[src/somr_pkg.sv]
// Shared types and constants for the spiral-order matrix reader.
// Used by the controller, the datapath and the top level; no dependencies.
package somr_pkg;

    localparam int MAX_ROWS   = 16;
    localparam int MAX_COLS   = 16;
    localparam int DATA_W     = 32;
    localparam int ROW_W      = $clog2(MAX_ROWS);
    localparam int COL_W      = $clog2(MAX_COLS);
    localparam int SIZE_W     = 5;
    localparam int DEPTH      = MAX_ROWS * MAX_COLS;
    localparam int ADDR_W     = $clog2(DEPTH);
    localparam int CFG_IDX_W  = 2;
    localparam int CFG_DATA_W = 5;

    localparam logic [CFG_IDX_W-1:0] REG_NUM_ROWS = CFG_IDX_W'(0);
    localparam logic [CFG_IDX_W-1:0] REG_NUM_COLS = CFG_IDX_W'(1);

    typedef enum logic [1:0] {
        DIR_RIGHT = 2'd0,
        DIR_DOWN  = 2'd1,
        DIR_LEFT  = 2'd2,
        DIR_UP    = 2'd3
    } dir_t;

    typedef enum logic [1:0] {
        ST_IDLE = 2'b01,
        ST_RESP = 2'b10
    } state_t;

    // Commands from the controller to the datapath.
    typedef struct packed {
        logic load;
        logic read;
        logic cfg;
    } cmd_t;

endpackage

[src/somr_ctrl.sv]
// Handshake controller for the spiral-order matrix reader.
// Depends on somr_pkg; drives the datapath through a cmd_t bundle.
module somr_ctrl
    import somr_pkg::*;
(
    input  logic clk,
    input  logic rst_n,
    input  logic in_valid,
    output logic in_ready,
    input  logic req_type,
    output logic out_valid,
    input  logic out_ready,
    input  logic cfg_valid,
    output logic cfg_ready,
    output cmd_t cmd
);

    state_t state_reg;
    state_t state_next;

    assign cfg_ready = (state_reg == ST_IDLE);
    // A pending register write takes precedence over a request.
    assign in_ready  = (state_reg == ST_IDLE) && !cfg_valid;
    assign out_valid = (state_reg == ST_RESP);

    always_comb
    begin
        cmd.cfg  = cfg_valid && cfg_ready;
        cmd.load = in_valid && in_ready && !req_type;
        cmd.read = in_valid && in_ready && req_type;
    end

    always_comb
    begin
        state_next = state_reg;
        case (state_reg)
            ST_IDLE:
            begin
                if (cmd.read)
                begin
                    state_next = ST_RESP;
                end
            end
            ST_RESP:
            begin
                if (out_ready)
                begin
                    state_next = ST_IDLE;
                end
            end
            default:
            begin
                state_next = ST_IDLE;
            end
        endcase
    end

    always_ff @(posedge clk or negedge rst_n)
    begin
        if (!rst_n)
        begin
            state_reg <= ST_IDLE;
        end
        else
        begin
            state_reg <= state_next;
        end
    end

endmodule

[config.mk]
export PLATFORM = sky130hd
export DESIGN_NAME = somr_ctrl
export DESIGN_NICKNAME = d
export VERILOG_FILES = /design/src/somr_pkg.sv /design/src/somr_ctrl.sv
export SDC_FILE = /design/constraint.sdc
export NUM_CORES = 1
export LEC_CHECK = 0
export BUFFER_PORTS_ARGS = -buffer_cell sky130_fd_sc_hd__buf_2
export CAP_MARGIN = 20
export CORE_AREA = 2 2 39 41
export CTS_BUF_LIST = sky130_fd_sc_hd__clkbuf_4
export DETAILED_ROUTE_END_ITERATION = 8
export DIE_AREA = 0 0 41 43
export PLACE_DENSITY_LB_ADDON = 0.12
export SLEW_MARGIN = 5
export SYNTH_ARGS = -nofsm -noshare
export SYNTH_HDL_FRONTEND = slang
export SYNTH_SLANG_ARGS = --single-unit
export TNS_END_PERCENT = 5
[constraint.sdc]
create_clock -name clk -period 1.6 [get_ports clk]
set_clock_uncertainty 0.15 [all_clocks]
set_input_delay 0.24 -clock clk [delete_from_list [all_inputs] [get_ports clk]]
set_output_delay 0.24 -clock clk [all_outputs]
set_load 0.05 [all_outputs]
=== Yosys cells after proc, flatten, opt, wreduce, memory -nomap -nowiden ===
Cells that the tools add are included.

* Bits in registers: 2

* Equal/unequal tests: 4
* Muxes and demuxes: 3
* Reduce and logical (&&, ||, !) cells: 8

{| class="wikitable"
|+ Operators with widths
! operator !! count
|-
| logical AND 1 bit || 5
|-
| two-way mux 2 bit || 2
|-
| != test 2 x 1 -> 1 bit (second input constant) || 2
|-
| case mux 2 bit (2 select lines) || 1
|-
| equality test 2 x 1 -> 1 bit (second input constant) || 1
|-
| equality test 2 bit (second input constant) || 1
|-
| zero test 1 bit || 2
|-
| AND reduction 2 bit || 1
|}

=== Longest topological paths before layout ===
Gate-level depths: netlist (run 1).

* Depth in word-level cells: 6
* Gate-level depth with buffers: 2

=== Worst setup path after synthesis (run 1) ===
Ideal clock, no wire load.

* Path type: register to output
* Start: register state_reg[0]
* End: output in_ready
* Path buffers: 0
* Stages on the path, launching flop included: 3
* Data required time: 1,210 ps
* Setup slack: -530 ps
* Arrival time: 1,740 ps
* Path through: dfstp_2 -> and2b_1 -> nor2b_1

* Longest elaborated chain between the ends: 2

{| class="wikitable"
|+ Ends and longest elaborated chain
! item !! RTL line !! RTL
|-
| start, declared || somr_ctrl.sv:18 || <nowiki>state_t state_reg;</nowiki>
|-
| start signal, assigned || somr_ctrl.sv:66 || <nowiki>state_reg <= state_next;</nowiki>
|-
| equality test 2 x 1 -> 1 bit || - ||
|-
| via cfg_ready || somr_ctrl.sv:14 || <nowiki>output logic cfg_ready,</nowiki>
|-
| logical AND 1 bit || somr_ctrl.sv:23 || <nowiki>assign in_ready = (state_reg == ST_IDLE) && !cfg_valid;</nowiki>
|-
| end, declared || somr_ctrl.sv:9 || <nowiki>output logic in_ready,</nowiki>
|}

The timed path passes the listed nets, and every way through them passes these cells.

==> flow_metrics.env, run 1 <==
export IMPL_postLayoutSetupSlackWorst_ns=-0.0939
export IMPL_vias=155
export IMPL_wirelength_um=361
export IMPL_layoutNonFillerInstCount=46
export IMPL_cts_buffer_depth=2
export IMPL_dieArea_um2=1760
export IMPL_core_um2=1380
export IMPL_dp_cells=39
export IMPL_dr_wl_met3_um=31
export IMPL_synth_simple_gate_area_frac=0.465
export IMPL_tightest_slew_ns=0.250
export IMPL_fmax_ghz=0.590
export IMPL_cap_violations=0
export IMPL_synth_warnings=0
export IMPL_ir_worst_vdd_uv=185
export IMPL_finalSetupViolations=2
export IMPL_worst_path_max_delay_cell="dfstp_2"
export IMPL_drt_iter0_markers=2
export IMPL_crit_path_start_kind="register"
export IMPL_clk_pin_slew_ns=0.03
export IMPL_synth_top_family_by_area="simple AND/OR/NAND/NOR gates"
export IMPL_drv_slew=0
export IMPL_synth_seq_cells=2
export IMPL_place_gp_congestion=0.544
export IMPL_routedWlPerCell_um=7.85
export IMPL_cp_required_ns=1.21
export IMPL_largest_reg_flops=2
export IMPL_worstPathBufferInverterCount=1
export IMPL_wl_met1_um=137
export IMPL_dp_hpwl_um=271
export IMPL_fin_crit_sh=1.06
export IMPL_start_util=0.0913
export IMPL_highest_layer="met3"
export IMPL_syn_area_um2=126
export IMPL_synth_xor_xnor_area_share=0
export IMPL_detail_route_antenna_nets=0
export IMPL_fin_nets=37
export IMPL_met2_length_um=192
export IMPL_async_reset_ff_frac=1.00
export IMPL_drcViolationCount=0
export IMPL_synthToLayoutAreaGrowth_pct=144
export IMPL_synth_cells=12
export IMPL_synth_top_area_frac=0.208
export IMPL_cp_data_arrival_time_ns=1.30
export IMPL_status="complete, but fails checks"
export IMPL_avgSynthCellArea_um2=10.5
export IMPL_cts_buffers_inserted=3
export IMPL_fin_util=0.222
export IMPL_die_w_um=41
export IMPL_grt_usage=0.0592
export IMPL_ys_top_cells_by_area="dfstp_2 21%, dfrtp_1 20%, nor2b_1 15%"
export IMPL_clk_insertion_delay_late_ns=0.22
export IMPL_finalCriticalPeriod_ns=1.69
export IMPL_synth_seq_area_share=0.406
export IMPL_path_class="register to output pin"
export IMPL_row_count=14
export IMPL_fin_setup_tns_ns=-0.174
export IMPL_path_max_fanout=4
export IMPL_via_per_inst=3.37
export IMPL_fp_dieH_um=43
export IMPL_synth_largest_area_cell="dfstp_2"
export IMPL_violations="negative setup slack"
export IMPL_finalHoldWorstSlack_ns=0.124
export IMPL_synth_compound_area_frac=0.129
export IMPL_synth_mux_area_frac=0
export IMPL_grt_max_degree=6
export IMPL_grt_overflow=0
export IMPL_p_leak_nw=0.148
export IMPL_cts_sinks=2
export IMPL_cts_root_buf="clkbuf_4"
export IMPL_hp_class="primary input to register"
export IMPL_slew_headroom=0.834
export IMPL_yosys_most_used_dff="dfstp_2"
export IMPL_crit_chain="and4bb_4, nor2b_4, buf_6"
export IMPL_synthMostInstantiatedCell="nor2b_1"
export IMPL_io_pin_count=12
export IMPL_cts_htree_levels=1
export IMPL_netlist_top_cells_count="3 x nor2b_1, 2 x and2_1"
export IMPL_hold_violations=0
export IMPL_first_global_vias=164
export IMPL_power_density_nw_per_um2=911
export IMPL_synthAdderAreaFrac=0
export IMPL_grt_pass1_wl_um=641
export IMPL_antenna_cells=0
export IMPL_rsz0062_at_grt="yes"
export IMPL_antenna_found_initial=0
export IMPL_cts_tree="yes"
export IMPL_syn_num_nets=18
export IMPL_drive_above_1_share=0.800
export IMPL_drtPass1Iterations=4
export IMPL_port_buffers=11
export IMPL_synth_edf_count=0
export IMPL_yosysUniqueCellTypes=9
export IMPL_cpPeakStageDelay_ns=0.54
export IMPL_cp_top_family="flip-flops"
export IMPL_end_kind="output pin"
export IMPL_nFillCells=168
power by group:
group	internal (mW)	switching (mW)	leakage, nW
clock	0.109	0.0289	0.0184
combinational	0.0389	0.0465	0.105
sequential	0.0542	0.00233	0.0241
path summary, 6_finish.rpt:
kind                              startpoint           end  slack (ns)  cells past startpoint
worst max-delay path            state_reg[0]        cmd[2]       -0.09                      3
worst min-delay path                req_type  state_reg[0]        0.12                      2
worst max register to register  state_reg[1]  state_reg[1]        0.26                      4
worst min register to register  state_reg[1]  state_reg[0]        0.35                      1
max in group asynchronous              rst_n  state_reg[0]        0.92                      2
min in group asynchronous              rst_n  state_reg[1]        0.18                      2
repair_timing:
| action | 4_1_cts | 5_1_grt |
|---|---|---|
| setup buffers | 1 | 1 |
| pin swaps | 1 | 1 |
| resized for setup | 8 | 3 |
| hold buffers | 1 | 0 |
| hold endpoints to repair | 2 | 0 |
| endpoints found under the setup margin | 4 | 5 |
kinds of logic (layout without fill, tap and decap cells):
group	count (synthesis)	after routing
and+or+nand+nor	8	8
buffers and inverters	0	18
AOI/OAI and AO/OA	2	2
DFF	2	2
stage by stage:
stage / total power, mW / cell area (µm²) / worst slack, ns
finish: 0.280 / 308 / -0.0939
global route: 0.299 / 308 / -0.150
CTS: 0.281 / 292 / -0.0977
detailed placement: 0.125 / 219 / 0.0342
global placement: 0.124 / 219 / 0.0304
floorplan: 0.106 / 144 / -0.00946
metal layers:
metal  vias up  global-route usage
met3         0              0.0314
met1        72              0.0643
li1         77                   -
met4         0              0.0600
met2         6              0.0750
met5         -                   0
placed cells by master (no fill, tap or decap):
cell           Yosys  layout
dfrtp_1            1       1
buf_4              0       2
clkbuf_4           0       5
and2_4             0       1
nor2b_1            3       1
a22oi_1            1       1
buf_2              0       6
a22o_1             1       1
nor2b_4            0       2
nor2_1             1       1
dfstp_2            1       1
and4bb_4           1       1
buf_6              0       3
buf_8              0       1
dlygate4sd3_1      0       1
and2b_2            0       1
and2_2             0       1
cell type report:
type,instances,area (µm²),share of cell area
clock buffers,4,30.0,0.0976
flip-flops and latches,2,51.3,0.167
well taps,16,20.0,0.0650
multi-input cells,10,95.1,0.309
repair buffers,14,111,0.362
(Power assumes the default switching activity.)
==> run 2: changes to the inputs <==
--- a/config.mk
+++ b/config.mk
@@ -7,8 +7,9 @@
 export LEC_CHECK = 0
 export BUFFER_PORTS_ARGS = -buffer_cell sky130_fd_sc_hd__buf_2
 export CAP_MARGIN = 20
+export CELL_PAD_IN_SITES_DETAIL_PLACEMENT = 0
+export CELL_PAD_IN_SITES_GLOBAL_PLACEMENT = 1
 export CORE_AREA = 2 2 39 41
-export CTS_BUF_LIST = sky130_fd_sc_hd__clkbuf_4
 export DETAILED_ROUTE_END_ITERATION = 8
 export DIE_AREA = 0 0 41 43
 export PLACE_DENSITY_LB_ADDON = 0.12
==> run 2 against run 1 <==
- the run still ends with negative setup slack left
- combinational power decreased by 2%
- design area decreased by 2.0%
- wire length increased by 4.2%
- global-route usage decreased by 0.30 points
- via count increased by 1.3%
- hold slack got worse by 0.014 ns
- maximum frequency increased by 0.55%
- first-iteration DRC count increased by 50%
- critical path depth unchanged
- register-to-register slack improved by 0.12 ns
- largest cell class unchanged
- highest routed layer unchanged
==> flow_metrics.env, run 2 (synthesized netlist as in run 1, its figures left out) <==
export IMPL_status="complete, but fails checks"
export IMPL_violations="negative setup slack"
export IMPL_timing_rr_end="state_reg[1]"
export IMPL_finalHoldWorstSlack_ns=0.110
export IMPL_seq_area_um2=51.3
export IMPL_drv_slew=0
export IMPL_start_util=0.0913
export IMPL_final_common_cell="buf_2"
export IMPL_fin_crit_sh=1.05
export IMPL_finalCriticalPeriod_ns=1.68
export IMPL_holdPathEnd="state_reg[0]"
export IMPL_vias=157
export IMPL_tightest_slew_ns=0.249
export IMPL_r2r_cells=3
export IMPL_fp_dieH_um=43
export IMPL_synthToLayoutAreaGrowth_pct=139
export IMPL_cts_htree_levels=1
export IMPL_grt_usage=0.0562
export IMPL_drtPass1Iterations=2
export IMPL_rsz0062_at_grt="yes"
export IMPL_fin_nets=37
export IMPL_finalSetupViolations=2
export IMPL_grt_pass1_wl_um=614
export IMPL_cp_data_arrival_time_ns=1.29
export IMPL_hp_start="req_type"
export IMPL_port_buffers=11
export IMPL_fmax_ghz=0.594
export IMPL_via_per_inst=3.41
export IMPL_cts_buffer_depth=2
export IMPL_cp_required_ns=1.21
export IMPL_dp_hpwl_um=294
export IMPL_rr_startpoint="state_reg[0]"
export IMPL_antenna_found_initial=0
export IMPL_routedWlPerCell_um=8.17
export IMPL_cap_violations=0
export IMPL_hp_class="primary input to register"
export IMPL_multi_input_area_um2=95.1
export IMPL_first_global_vias=172
export IMPL_placed_cell_area_um2=226
export IMPL_detail_route_antenna_nets=0
export IMPL_drcViolationCount=0
export IMPL_cts_tree="yes"
export IMPL_drt_iter0_markers=3
export IMPL_cts_root_buf="clkbuf_4"
export IMPL_crit_path_start_kind="register"
export IMPL_nFillCells=156
export IMPL_wirelength_um=376
export IMPL_slew_headroom=0.835
export IMPL_row_count=14
export IMPL_path_class="register to output pin"
export IMPL_mostFrequentLayoutCells="7 x buf_2, 3 x clkbuf_4, 3 x buf_6, 2 x nor2b_4, 2 x buf_4"
export IMPL_grt_overflow=0
export IMPL_die_w_um=41
export IMPL_fin_setup_tns_ns=-0.155
export IMPL_antenna_cells=0
export IMPL_largest_reg_flops=2
export IMPL_cts_sinks=2
export IMPL_io_pin_count=12
export IMPL_clk_insertion_delay_late_ns=0.23
export IMPL_grt_max_degree=6
export IMPL_clk_pin_slew_ns=0.03
export IMPL_pre_cts_ws_ns=0.0413
export IMPL_hold_depth=2
export IMPL_hold_violations=0
export IMPL_dieArea_um2=1760
export IMPL_power_density_nw_per_um2=882
export IMPL_place_gp_congestion=0.587
export IMPL_drive_above_1_share=0.767
export IMPL_core_um2=1380
export IMPL_postLayoutSetupSlackWorst_ns=-0.0846
export IMPL_p_leak_nw=0.142
export IMPL_ir_worst_vdd_uv=136
export IMPL_end_kind="output pin"
export IMPL_design_area_um2=302
export IMPL_cts_buffers_inserted=3
export IMPL_r2r_slack_ns=0.38
export IMPL_path_max_fanout=3
[run 2: worst max-delay path, cell delays in order, from the launching register on]
cell and delay (ns):
dfstp_2 0.53, and4bb_4 0.25, nor2b_4 0.14, buf_6 0.16
[run 2: where the power goes]
part | total [mW] | switching (mW) | internal, mW
clock | 0.126 | 0.0329 | 0.0929
sequential | 0.0563 | 0.00212 | 0.0541
combinational | 0.0839 | 0.0464 | 0.0375
[run 2: final cells by class]
class / count / share of cell area
clock buffers: 4 / 0.0871
multi-input cells: 10 / 0.315
flip-flops and latches: 2 / 0.170
well taps: 16 / 0.0664
repair buffers: 14 / 0.361
[run 2: routing by layer]
metal,routed length (µm),track usage
met2,199,0.0719
met4,0,0.0800
met5,0,0
met1,159,0.0579
met3,17,0.0157
[run 2: what timing repair did]
action,in CTS,in global routing
buffers inserted,1,0
pin swaps,1,1
hold buffers,1,0
endpoints found under the hold margin,2,0
endpoints found under the setup margin,4,5
gates resized for setup,8,2
[run 2: worst max path at each step]
stage	startpoint	endpoint	slack (ns)	depth (start not counted)
5_1_grt	state_reg[0]	cmd[2]	-0.13	3
3_3_place_gp	state_reg[0]	cmd[2]	0.04	3
3_5_place_dp	state_reg[0]	cmd[2]	0.04	3
2_1_floorplan	state_reg[0]	in_ready	-0.009	2
6_report	state_reg[0]	cmd[2]	-0.08	3
4_1_cts	state_reg[0]	cmd[1]	-0.1	3
[run 2: through the flow]
step | utilization | instances | power [mW]
6_report | 0.218 | 46 | 0.266
5_1_grt | 0.218 | 46 | 0.285
4_1_cts | 0.213 | 46 | 0.273
3_5_place_dp | 0.164 | 40 | 0.126
3_3_place_gp | 0.164 | 40 | 0.126
2_1_floorplan | - | 12 | 0.106
==> run 3: changes to the inputs <==
--- a/config.mk
+++ b/config.mk
@@ -12,7 +12,7 @@
 export CORE_AREA = 2 2 39 41
 export DETAILED_ROUTE_END_ITERATION = 8
 export DIE_AREA = 0 0 41 43
-export PLACE_DENSITY_LB_ADDON = 0.12
+export PLACE_DENSITY_LB_ADDON = 0.15
 export SLEW_MARGIN = 5
 export SYNTH_ARGS = -nofsm -noshare
 export SYNTH_HDL_FRONTEND = slang
==> run 3 against run 2 <==
- the run still ends with negative setup slack left
- hold slack about the same
- design area unchanged
- first-iteration DRC count decreased by 67%
- critical endpoint unchanged
- sequential share of layout area unchanged
==> flow_metrics.env, run 3 (synthesized netlist as in run 1, its figures left out) <==
export IMPL_path_max_fanout=3
export IMPL_hold_violations=0
export IMPL_synthToLayoutAreaGrowth_pct=139
export IMPL_die_w_um=41
export IMPL_antenna_found_initial=0
export IMPL_cts_sinks=2
export IMPL_core_um2=1380
export IMPL_crit_path_start_kind="register"
export IMPL_fin_crit_sh=1.05
export IMPL_dp_hpwl_um=274
export IMPL_cts_root_buf="clkbuf_4"
export IMPL_finalCriticalPeriod_ns=1.68
export IMPL_detail_route_antenna_nets=0
export IMPL_finalSetupViolations=2
export IMPL_status="complete, but fails checks"
export IMPL_p_leak_nw=0.142
export IMPL_finalHoldWorstSlack_ns=0.110
export IMPL_rr_startpoint="state_reg[1]"
export IMPL_fin_setup_tns_ns=-0.151
export IMPL_drtPass1Iterations=2
export IMPL_grt_usage=0.0562
export IMPL_grt_overflow=0
export IMPL_end_kind="output pin"
export IMPL_drt_iter0_markers=1
export IMPL_start_util=0.0913
export IMPL_largest_reg_flops=2
export IMPL_vias=148
export IMPL_cp_data_arrival_time_ns=1.29
export IMPL_place_gp_congestion=0.534
export IMPL_seq_area_um2=51.3
export IMPL_grt_max_degree=6
export IMPL_ir_worst_vdd_uv=187
export IMPL_dp_cells=39
export IMPL_routedWlPerCell_um=7.48
export IMPL_wirelength_um=344
export IMPL_rsz0062_at_grt="yes"
export IMPL_mostFrequentLayoutCells="7 x buf_2, 3 x clkbuf_4, 3 x buf_6, 2 x nor2b_4, 2 x buf_4"
export IMPL_row_count=14
export IMPL_first_global_vias=151
export IMPL_clk_pin_slew_ns=0.03
export IMPL_multi_input_area_um2=95.1
export IMPL_cap_violations=0
export IMPL_drive_above_1_share=0.767
export IMPL_layoutNonFillerInstCount=46
export IMPL_fin_nets=37
export IMPL_fp_dieH_um=43
export IMPL_dieArea_um2=1760
export IMPL_grt_pass1_wl_um=586
export IMPL_violations="negative setup slack"
export IMPL_io_pin_count=12
export IMPL_port_buffers=11
export IMPL_cts_buffer_depth=2
export IMPL_final_common_cell="buf_2"
export IMPL_path_class="register to output pin"
export IMPL_tightest_slew_ns=0.248
export IMPL_cts_buffers_inserted=3
export IMPL_hp_start="req_type"
export IMPL_cts_tree="yes"
export IMPL_power_density_nw_per_um2=884
export IMPL_drv_slew=0
export IMPL_cp_required_ns=1.21
export IMPL_slew_headroom=0.836
export IMPL_crit_path_start="state_reg[0]"
export IMPL_cts_htree_levels=1
export IMPL_antenna_cells=0
export IMPL_via_per_inst=3.22
export IMPL_hp_class="primary input to register"
export IMPL_fmax_ghz=0.594
export IMPL_postLayoutSetupSlackWorst_ns=-0.0827
export IMPL_clk_insertion_delay_late_ns=0.23
export IMPL_drcViolationCount=0
export IMPL_nFillCells=168
## run 3: area by class of cell
class | count | area share
Clock buffer | 4 | 0.0871
Multi-Input combinational cell | 10 | 0.315
Sequential cell | 2 | 0.170
Tap cell | 16 | 0.0664
Timing Repair Buffer | 14 | 0.361
## run 3: repair_timing
action	4_1_cts	5_1_grt
buffers inserted	2	0
gates resized for setup	8	2
pin swaps	1	0
hold endpoints to repair	2	0
endpoints found under the setup margin	4	4
hold buffers	1	0
## run 3: metrics by stage
step                 util  total power, mW  area, µm²  setup slack [ns]
floorplan               -            0.106        144          -0.00946
global placement    0.158            0.124        219            0.0270
detailed placement  0.158            0.125        219            0.0242
CTS                 0.213            0.271        295           -0.0985
global route        0.218            0.285        302            -0.124
finish              0.218            0.267        302           -0.0827
## run 3: path summary, 6_finish.rpt
kind / end / slack (ns) / cells past startpoint
max in group asynchronous: state_reg[0] / 0.93 / 2
min in group asynchronous: state_reg[1] / 0.17 / 2
worst min-delay path: state_reg[0] / 0.11 / 2
worst max-delay path: cmd[2] / -0.08 / 3
worst min register to register: state_reg[0] / 0.34 / 1
worst max register to register: state_reg[1] / 0.39 / 3
## run 3: where the power goes
part | switching [mW] | internal (mW) | total [mW]
registers | 0.00206 | 0.0541 | 0.0562
logic | 0.0462 | 0.0375 | 0.0837
clock network | 0.0339 | 0.0929 | 0.127
## run 3: critical path, cell delays in order (launching register included)
cell      delay [ns]
dfstp_2         0.53
and4bb_4        0.24
nor2b_4         0.14
buf_6           0.16
## run 3: per-layer routing
layer,vias up,global-route usage,wire length (µm)
met1,65,0.0643,128
met2,6,0.0563,183
met5,-,0,0
met4,0,0.0800,0
li1,77,-,-
met3,0,0.0314,33
